--- src/hdl/vca_pkg.sv ---
`default_nettype none
// ----------------------------------------------------------------------------
// vca_pkg: shared types and constants of the value category assigner
// Transaction payload types, sequencer states, reserved key patterns and
// configuration register decode.
// ----------------------------------------------------------------------------
package vca_pkg;

  // Operation codes of an input transaction.
  localparam logic OP_CLASSIFY = 1'b0;
  localparam logic OP_CLEAR    = 1'b1;

  // Reserved key patterns: both zeros map to category 0, exactly 1.0 to category 1.
  localparam logic [63:0] BITS_POS_ZERO = 64'h0000_0000_0000_0000;
  localparam logic [63:0] BITS_NEG_ZERO = 64'h8000_0000_0000_0000;
  localparam logic [63:0] BITS_ONE      = 64'h3FF0_0000_0000_0000;

  // Reserved category numbers and the first one handed out.
  localparam logic [3:0] CAT_ZERO   = 4'd0;
  localparam logic [3:0] CAT_ONE    = 4'd1;
  localparam int         FIRST_FREE = 2;

  // Configuration port: byte address width and register decode.
  localparam int         CFG_AW          = 3;
  localparam int         CFG_DW          = 32;
  localparam logic       REG_MAX_CAT     = 1'b0;
  localparam int         MAX_CAT_W       = 5;
  localparam logic [4:0] MAX_CAT_RESET   = 5'd16;

  // Input transaction payload.
  typedef struct packed {
    logic        op;
    logic [63:0] rate_bits;
  } in_t;

  // Result transaction payload.
  typedef struct packed {
    logic [3:0] category;
    logic       is_new;
    logic       table_full;
  } out_t;

  // Sequencer states.
  typedef enum logic [1:0] {
    ST_IDLE,
    ST_CHECK,
    ST_SCAN,
    ST_INSERT
  } state_t;

endpackage
`default_nettype wire

--- src/hdl/vca_ram.sv ---
`default_nettype none
// ----------------------------------------------------------------------------
// vca_ram: generic simple dual-port RAM
// One write port and one read port with registered read data.
// ----------------------------------------------------------------------------
module vca_ram #(
  parameter int WIDTH = 64,
  parameter int DEPTH = 14,
  parameter int AW    = 4
) (
  input  wire logic             clk,
  input  wire logic             wr_en,
  input  wire logic [AW-1:0]    wr_addr,
  input  wire logic [WIDTH-1:0] wr_data,
  input  wire logic             rd_en,
  input  wire logic [AW-1:0]    rd_addr,
  output logic      [WIDTH-1:0] rd_data
);

  logic [WIDTH-1:0] mem [DEPTH];

  // Write port.
  always_ff @(posedge clk) begin
    if (wr_en) begin
      mem[wr_addr] <= wr_data;
    end
  end

  // Registered read port.
  always_ff @(posedge clk) begin
    if (rd_en) begin
      rd_data <= mem[rd_addr];
    end
  end

endmodule
`default_nettype wire

--- src/hdl/vca_seq.sv ---
`default_nettype none
// ----------------------------------------------------------------------------
// vca_seq: lookup sequencer with one shared key comparator
// Resolves reserved keys, scans the stored keys one per cycle through the
// key RAM and the single 64-bit comparator, and appends new keys.
// ----------------------------------------------------------------------------
module vca_seq #(
  parameter int MAX_CATEGORY_LIMIT = 16
) (
  input  wire logic                          clk,
  input  wire logic                          rst_n,
  input  wire logic                          start,
  input  wire vca_pkg::in_t                  in_data,
  input  wire logic [vca_pkg::MAX_CAT_W-1:0] max_cat,
  output logic                               busy,
  output logic                               out_valid,
  output vca_pkg::out_t                      out_data
);

  localparam int DEPTH  = MAX_CATEGORY_LIMIT - 2;
  localparam int IDX_W  = (DEPTH > 1) ? $clog2(DEPTH) : 1;
  localparam int NF_RAW = $clog2(MAX_CATEGORY_LIMIT + 1);
  localparam int NF_W   = (NF_RAW > vca_pkg::MAX_CAT_W) ? NF_RAW : vca_pkg::MAX_CAT_W;

  vca_pkg::state_t   state_r, state_nxt;
  logic              op_r, op_nxt;
  logic [63:0]       key_r, key_nxt;
  logic [IDX_W-1:0]  idx_r, idx_nxt;
  logic [NF_W-1:0]   next_free_r, next_free_nxt;
  logic              out_valid_r, out_valid_nxt;
  vca_pkg::out_t     out_data_r, out_data_nxt;

  logic              ram_wr_en;
  logic [IDX_W-1:0]  ram_wr_addr;
  logic              ram_rd_en;
  logic [IDX_W-1:0]  ram_rd_addr;
  logic [63:0]       ram_rd_data;

  logic              accept;
  logic              is_zero;
  logic              is_one;
  logic [NF_W-1:0]   used;
  logic              table_empty;
  logic              key_match;
  logic              scan_last;
  logic              no_room;
  logic [NF_W-1:0]   idx_cat;

  // Key storage: entry i holds the key of category i+2.
  vca_ram #(
    .WIDTH (64),
    .DEPTH (DEPTH),
    .AW    (IDX_W)
  ) u_key_ram (
    .clk     (clk),
    .wr_en   (ram_wr_en),
    .wr_addr (ram_wr_addr),
    .wr_data (key_r),
    .rd_en   (ram_rd_en),
    .rd_addr (ram_rd_addr),
    .rd_data (ram_rd_data)
  );

  // Shared decode of the held transaction and the scan position.
  assign accept      = start && !busy;
  assign is_zero     = (key_r == vca_pkg::BITS_POS_ZERO) || (key_r == vca_pkg::BITS_NEG_ZERO);
  assign is_one      = (key_r == vca_pkg::BITS_ONE);
  assign used        = next_free_r - NF_W'(vca_pkg::FIRST_FREE);
  assign table_empty = (used == '0);
  assign key_match   = (ram_rd_data == key_r);
  assign scan_last   = ((NF_W'(idx_r) + NF_W'(1)) == used);
  assign idx_cat     = NF_W'(idx_r) + NF_W'(vca_pkg::FIRST_FREE);
  assign no_room     = (next_free_r >= NF_W'(max_cat)) ||
                       (next_free_r >= NF_W'(MAX_CATEGORY_LIMIT));

  // Next-state logic.
  always_comb begin
    state_nxt = state_r;
    case (state_r)
      vca_pkg::ST_IDLE: begin
        if (accept) begin
          state_nxt = vca_pkg::ST_CHECK;
        end
      end
      vca_pkg::ST_CHECK: begin
        if (op_r == vca_pkg::OP_CLEAR || is_zero || is_one) begin
          state_nxt = vca_pkg::ST_IDLE;
        end else if (table_empty) begin
          state_nxt = vca_pkg::ST_INSERT;
        end else begin
          state_nxt = vca_pkg::ST_SCAN;
        end
      end
      vca_pkg::ST_SCAN: begin
        if (key_match) begin
          state_nxt = vca_pkg::ST_IDLE;
        end else if (scan_last) begin
          state_nxt = vca_pkg::ST_INSERT;
        end
      end
      vca_pkg::ST_INSERT: begin
        state_nxt = vca_pkg::ST_IDLE;
      end
      default: begin
        state_nxt = vca_pkg::ST_IDLE;
      end
    endcase
  end

  // Datapath, RAM control and result logic.
  always_comb begin
    op_nxt        = op_r;
    key_nxt       = key_r;
    idx_nxt       = idx_r;
    next_free_nxt = next_free_r;
    out_valid_nxt = 1'b0;
    out_data_nxt  = out_data_r;
    ram_wr_en     = 1'b0;
    ram_wr_addr   = used[IDX_W-1:0];
    ram_rd_en     = 1'b0;
    ram_rd_addr   = idx_r + IDX_W'(1);
    case (state_r)
      vca_pkg::ST_IDLE: begin
        if (accept) begin
          op_nxt  = in_data.op;
          key_nxt = in_data.rate_bits;
        end
      end
      vca_pkg::ST_CHECK: begin
        // Reserved cases finish here; otherwise prefetch entry 0.
        idx_nxt     = '0;
        ram_rd_addr = '0;
        if (op_r == vca_pkg::OP_CLEAR) begin
          next_free_nxt = NF_W'(vca_pkg::FIRST_FREE);
          out_valid_nxt = 1'b1;
          out_data_nxt  = '{category: vca_pkg::CAT_ZERO, is_new: 1'b0, table_full: 1'b0};
        end else if (is_zero) begin
          out_valid_nxt = 1'b1;
          out_data_nxt  = '{category: vca_pkg::CAT_ZERO, is_new: 1'b0, table_full: 1'b0};
        end else if (is_one) begin
          out_valid_nxt = 1'b1;
          out_data_nxt  = '{category: vca_pkg::CAT_ONE, is_new: 1'b0, table_full: 1'b0};
        end else if (!table_empty) begin
          ram_rd_en = 1'b1;
        end
      end
      vca_pkg::ST_SCAN: begin
        // Compare the entry read last cycle and fetch the following one.
        if (key_match) begin
          out_valid_nxt = 1'b1;
          out_data_nxt  = '{category: idx_cat[3:0], is_new: 1'b0, table_full: 1'b0};
        end else if (!scan_last) begin
          idx_nxt   = idx_r + IDX_W'(1);
          ram_rd_en = 1'b1;
        end
      end
      vca_pkg::ST_INSERT: begin
        out_valid_nxt = 1'b1;
        if (no_room) begin
          out_data_nxt = '{category: vca_pkg::CAT_ZERO, is_new: 1'b0, table_full: 1'b1};
        end else begin
          ram_wr_en     = 1'b1;
          next_free_nxt = next_free_r + NF_W'(1);
          out_data_nxt  = '{category: next_free_r[3:0], is_new: 1'b1, table_full: 1'b0};
        end
      end
      default: begin
        out_valid_nxt = 1'b0;
      end
    endcase
  end

  // Control registers.
  always_ff @(posedge clk) begin
    if (!rst_n) begin
      state_r     <= vca_pkg::ST_IDLE;
      next_free_r <= NF_W'(vca_pkg::FIRST_FREE);
      out_valid_r <= 1'b0;
    end else begin
      state_r     <= state_nxt;
      next_free_r <= next_free_nxt;
      out_valid_r <= out_valid_nxt;
    end
  end

  // Payload registers.
  always_ff @(posedge clk) begin
    op_r       <= op_nxt;
    key_r      <= key_nxt;
    idx_r      <= idx_nxt;
    out_data_r <= out_data_nxt;
  end

  assign busy      = (state_r != vca_pkg::ST_IDLE);
  assign out_valid = out_valid_r;
  assign out_data  = out_data_r;

endmodule
`default_nettype wire

--- src/hdl/value_category_assigner_top.sv ---
`default_nettype none
// ----------------------------------------------------------------------------
// value_category_assigner_top: double-pattern to category number dictionary
// Maps 64-bit double patterns to small persistent category numbers, with
// zero and one reserved, and holds the max_categories register.
//
//   Channel   Ports                              Handshake
//   input     start, busy, in_data               accepted when start && !busy
//   result    out_valid, out_data                one-cycle strobe, no stall
//   config    psel, penable, pwrite, paddr,      APB write and read, pready always high
//             pwdata, prdata, pready
//
// A reserved key or a clear is resolved in the check state, with no scan. Any
// other key scans the stored keys with one key RAM read and one comparison per
// cycle until it hits on the N-th stored key or misses all N stored keys (N up
// to MAX_CATEGORY_LIMIT-2); a miss then goes through the insert state.
// busy is high from acceptance until the result strobe; the next transaction
// may start in the strobe cycle. Reset empties the table and sets
// max_categories to 16. The result receiver cannot stall the block.
// ----------------------------------------------------------------------------
module value_category_assigner_top #(
  parameter int MAX_CATEGORY_LIMIT = 16
) (
  input  wire logic                        clk,
  input  wire logic                        rst_n,
  input  wire logic                        start,
  output logic                             busy,
  input  wire vca_pkg::in_t                in_data,
  output logic                             out_valid,
  output vca_pkg::out_t                    out_data,
  input  wire logic                        psel,
  input  wire logic                        penable,
  input  wire logic                        pwrite,
  input  wire logic [vca_pkg::CFG_AW-1:0]  paddr,
  input  wire logic [vca_pkg::CFG_DW-1:0]  pwdata,
  output logic      [vca_pkg::CFG_DW-1:0]  prdata,
  output logic                             pready
);

  logic [vca_pkg::MAX_CAT_W-1:0] max_cat_r, max_cat_nxt;
  logic                          cfg_wr;
  logic                          sel_max_cat;

  // Register decode: one word register at byte address 0.
  assign sel_max_cat = (paddr[vca_pkg::CFG_AW-1] == vca_pkg::REG_MAX_CAT);
  assign cfg_wr      = psel && penable && pwrite && pready;
  assign pready      = 1'b1;

  always_comb begin
    max_cat_nxt = max_cat_r;
    if (cfg_wr && sel_max_cat) begin
      max_cat_nxt = pwdata[vca_pkg::MAX_CAT_W-1:0];
    end
  end

  always_ff @(posedge clk) begin
    if (!rst_n) begin
      max_cat_r <= vca_pkg::MAX_CAT_RESET;
    end else begin
      max_cat_r <= max_cat_nxt;
    end
  end

  // Read-back of the configuration register.
  assign prdata = sel_max_cat ? vca_pkg::CFG_DW'(max_cat_r) : '0;

  // Lookup sequencer with the key store.
  vca_seq #(
    .MAX_CATEGORY_LIMIT (MAX_CATEGORY_LIMIT)
  ) u_seq (
    .clk       (clk),
    .rst_n     (rst_n),
    .start     (start),
    .in_data   (in_data),
    .max_cat   (max_cat_r),
    .busy      (busy),
    .out_valid (out_valid),
    .out_data  (out_data)
  );

endmodule
`default_nettype wire

--- config.mk ---
export PLATFORM = sky130hd
export DESIGN_NAME = value_category_assigner_top
export DESIGN_NICKNAME = d
export VERILOG_FILES = /design/src/hdl/vca_pkg.sv /design/src/hdl/vca_ram.sv /design/src/hdl/vca_seq.sv /design/src/hdl/value_category_assigner_top.sv
export SDC_FILE = /design/constraint.sdc
export NUM_CORES = 1
export LEC_CHECK = 0
export BUFFER_PORTS_ARGS = -buffer_cell sky130_fd_sc_hd__buf_2
export CAP_MARGIN = 25
export CORE_MARGIN = 1.5
export CORE_UTILIZATION = 45
export DETAILED_ROUTE_END_ITERATION = 10
export PLACE_DENSITY = 0.75
export SETUP_SLACK_MARGIN = 0.3
export SYNTH_ARGS = -nofsm -noshare
export SYNTH_HDL_FRONTEND = slang
export SYNTH_SLANG_ARGS = --single-unit
--- constraint.sdc ---
create_clock -name clk -period 8.15 [get_ports clk]
set_input_delay 0.4075 -clock clk [delete_from_list [all_inputs] [get_ports clk]]
set_output_delay 0.4075 -clock clk [all_outputs]
set_load 0.1 [all_outputs]
==> PnR_summary.wiki <==
{| class="wikitable"
! Metric !! Value
|-
| Status || complete, no violations
|-
| Synthesized area per cell || between 10 and 15 sq um
|-
| Final max-slew violation count || 0
|-
| Sequential fraction of the synthesis area || 74.87%
|-
| Ant diodes || 0
|-
| Leading cell type in the layout, fill and taps excluded || edfxtp_1
|-
| Final count of hold timing violations || 0
|-
| Fraction of the cycle the final worst path needs || 51.00%
|-
| Area of the mapped netlist || 41860 sq um
|-
| Clock sink total || roughly 1000
|-
| Post-Place Setup Slack || 4.034 ns
|-
| Pwr Density || 262.3 nW/um^2
|-
| Number of max-capacitance violations reported || 0
|-
| Cell area after layout || between 40000 and 50000 sq um
|-
| Initial core utilization || 45.53%
|-
| WP data required || about 8.4 ns
|-
| Floorplan die height || between 300 and 400 microns
|-
| Drt total wl || 93790 microns
|-
| Total clock buffers created by CTS || 100
|-
| Asr flop ratio synth || 0%
|-
| Psw || 3.230 mW
|-
| Total Die Area || ~95000 sq um
|-
| Cell type contributing the most total cell area after synthesis || edfxtp_1
|-
| Overall die width || approximately 310 microns
|-
| Setup clock skew after layout || a little over 0.03 ns
|-
| Synth top area cells || edfxtp_1 74%, nand2_1 4.7%, a211oi_1 4.6%, nor2b_1 2.7%, a21oi_1 2.3%
|-
| 1st-pass router iterations || 5
|-
| Clock tree root driver cell || clkbuf_16
|-
| Vias in the first global route || 23998
|-
| Proportion of power drawn by flip-flops and latches || between 50% and 60%
|-
| Post-synthesis instance total || 2870
|-
| Clock tree buffer depth || 3
|-
| Remaining DRCs || 0
|-
| Headroom to the max-slew limit || a little under a third
|-
| Largest fanout of any net on the critical path || 50
|-
| Netlist cell types || slightly above 60
|-
| Worst skew pair latency || 0.67 ns
|-
| Cell leakage power || between 15 and 20 nW
|-
| Destination of the worst hold path || u_seq.state_r[1]
|-
| Count of filler cells inserted in the layout || 7379
|-
| Setup crit start kind || register
|-
| Flip-flop and latch count after synthesis || about 1000
|-
| Ratio of cells with drive above 1 in the final layout || 9.673%
|-
| Top flip-flop cell by instance count after synthesis || edfxtp_1
|-
| Gr ovfl total || 0
|-
| Fraction of power spent switching nets || about a quarter
|-
| Count of vias placed by the detailed router || 24511
|-
| Worst-case reg-to-reg path depth || 8
|-
| Routed wire per std cell || around 22 microns
|-
| Clock transition at path regs || roughly 0.060 ns
|-
| Drt first-iter violations || roughly 2400
|-
| Number of input and output port buffers inserted || just under 90
|-
| Final weighted congestion in routability-driven placement || about 0.78
|-
| End of the worst register-to-register path || u_seq.u_key_ram.rd_data[35]
|-
| Count of pins on the block boundary || roughly 150
|-
| Post-placement cell area || between 40000 and 50000 sq um
|-
| Total negative slack || 0 ns
|-
| Pint || 9.152 mW
|-
| Antenna violations before repair || 3
|-
| Worst R2R Start || u_seq.next_free_r[1]
|-
| Share of Yosys cell area claimed by the top area cell type || about three quarters
|-
| CTS tree || yes
|-
| Gr usage total || roughly a fifth
|-
| Routed vias/inst || around 5.7
|-
| Worst setup slack for register-to-register paths || about 4.0 ns
|-
| Top achievable clock speed || 0.2406 GHz
|-
| VDD IR-drop max || 0.1724 mV
|-
| Wire length of the first global-routing pass || 141700 microns
|-
| CORE AREA || 91940 sq um
|-
| Area Growth Syn to Fin || 12.80%
|-
| Antenna viol nets, final || 0
|-
| Final Hold Slack || between 0.15 and 0.2 ns
|-
| Largest net degree at the start of global routing || ~190
|-
| Type of element capturing the critical path || register
|-
| Unrepaired setup endpoints after global routing || false
|-
| Critical path type || register to register
|-
| Share of total power in the clock network || between 30% and 40%
|-
| Clock H-tree levels || 3
|-
| Setup-failing EPs final || 0
|-
| Final net count || just over 3000
|-
| Tightest Hold Check Type || input pin to register
|-
| Final setup slack of the worst path || around 4.0 ns
|-
| Synthesis Warnings || 0
|-
| Cell depth of the worst min-delay path || 3
|-
| Combinational cell fraction of total power || approximately an eighth
|-
| Number of enable-type register cells in the synthesized netlist || between 1000 and 1500
|-
| Minimum clock period || slightly above 4 ns
|-
| Top library cells by usage in the layout, fill and taps aside || 1035 x edfxtp_1, 521 x nand2_1, 258 x a211oi_1
|-
| Post-CTS setup buffers || 0
|-
| Start point of the worst min-delay path || start
|-
| Number of rows created at floorplan || roughly 110
|-
| HPWL after detailed placement || between 40000 and 50000 microns
|-
| Data arrival time at the worst-slack endpoint || 4.43 ns
|-
| Slew of the pin with the lowest slew margin || 1.030 ns
|}
[cells by family after synthesis]
logic type | synth area share (%)
other | 0.01794
adder cells (fa/ha/maj) | 0.5381
AND/OR/NAND/NOR | 9.207
flip-flops | 74.87
buffers and inverters | 2.828
multiplexers | 0.09566
XOR/XNOR | 1.605
AO/OA/AOI/OAI | 10.84
[power by group through the flow]
stage	registers, mW	logic [mW]	clock network [mW]
2_1_floorplan	6.29	1.22	0
3_3_place_gp	6.31	1.56	0
3_5_place_dp	6.32	1.59	0
4_1_cts	6.21	1.63	4.59
5_1_grt	6.22	1.78	4.79
6_report	6.21	1.64	4.54
[critical path, stage by stage, from the launching register on]
cell     delay [ns]
dfxtp_1        0.56
inv_1          0.14
ha_1           0.25
xnor2_2        0.57
xor2_1         0.22
nor3_2         0.09
or3_1          0.40
a21oi_4        0.64
buf_4          0.86
[layer usage]
layer | routed length (microns) | part of all wire, % | vias to the layer above | GRT usage, %
li1 | - | - | 11153 | -
met1 | 38690 | 41 | 12169 | 26.81
met2 | 45340 | 48 | 1026 | 32.02
met3 | 7393 | 7.9 | 159 | 3.340
met4 | 2340 | 2.5 | 4 | 6.014
met5 | 22 | 0.023 | - | 0
[cells in the mapped netlist (all sizes together), types with 6 or more instances]
cell,count
a311oi,64
xnor2,69
dfxtp,13
and4b,8
a211oi,261
xor2,6
buf,138
nor2,21
nor4,18
a21oi,196
ha,18
inv,13
nand2,521
nor2b,179
a31oi,128
clkbuf,81
nand4,23
edfxtp,1035
a21o,6
and2b,15
[flip-flops by register name, indices dropped and copies added (netlist names)]
register,count
max_cat_r,5
u_seq.idx_r,4
u_seq.key_r,64
u_seq.next_free_r,5
u_seq.op_r,1
u_seq.out_data,6
u_seq.out_valid,1
u_seq.state_r,2
u_seq.u_key_ram.mem,896
u_seq.u_key_ram.rd_data,64
[how the worst max path moves through the flow]
stage	from	end	slack (ns)	cells after the start
finish	u_seq.next_free_r[1]	u_seq.u_key_ram.rd_data[35]	3.99	8
global route	u_seq.next_free_r[0]	u_seq.u_key_ram.mem[12][35]	3.75	10
CTS	u_seq.next_free_r[0]	u_seq.u_key_ram.mem[12][31]	3.99	10
detailed placement	u_seq.next_free_r[1]	u_seq.u_key_ram.rd_data[35]	4.03	8
global placement	u_seq.next_free_r[1]	u_seq.u_key_ram.rd_data[35]	4.11	8
floorplan	u_seq.next_free_r[0]	u_seq.u_key_ram.mem[12][0]	2.19	8
[what timing repair did]
action / CTS / global route
resized for setup: 0 / 0
hold buffers: 72 / 0
endpoints found under the hold margin: 71 / 0
endpoints found under the setup margin: 0 / 0
[through the flow]
stage / utilization (%) / cells / total power [mW]
after floorplan: - / 2896 / 7.508
after global placement: 47.00 / 4044 / 7.867
after detailed placement: 47.00 / 4044 / 7.908
after CTS: 51.27 / 4300 / 12.43
after global routing: 51.35 / 4303 / 12.79
final: 51.35 / 4303 / 12.38
[cell type report]
type / instances / area (sq um) / area share, %
timing repair buffer: 199 / 1541 / 3.265
tap: 1243 / 1555 / 3.294
sequential: 1048 / 31340 / 66.38
inverter: 14 / 52.55 / 0.1113
clock buffer: 127 / 2645 / 5.602
clock inverter: 57 / 560.5 / 1.187
multi-input combinational: 1615 / 9519 / 20.16
(Power assumes the default switching activity.)
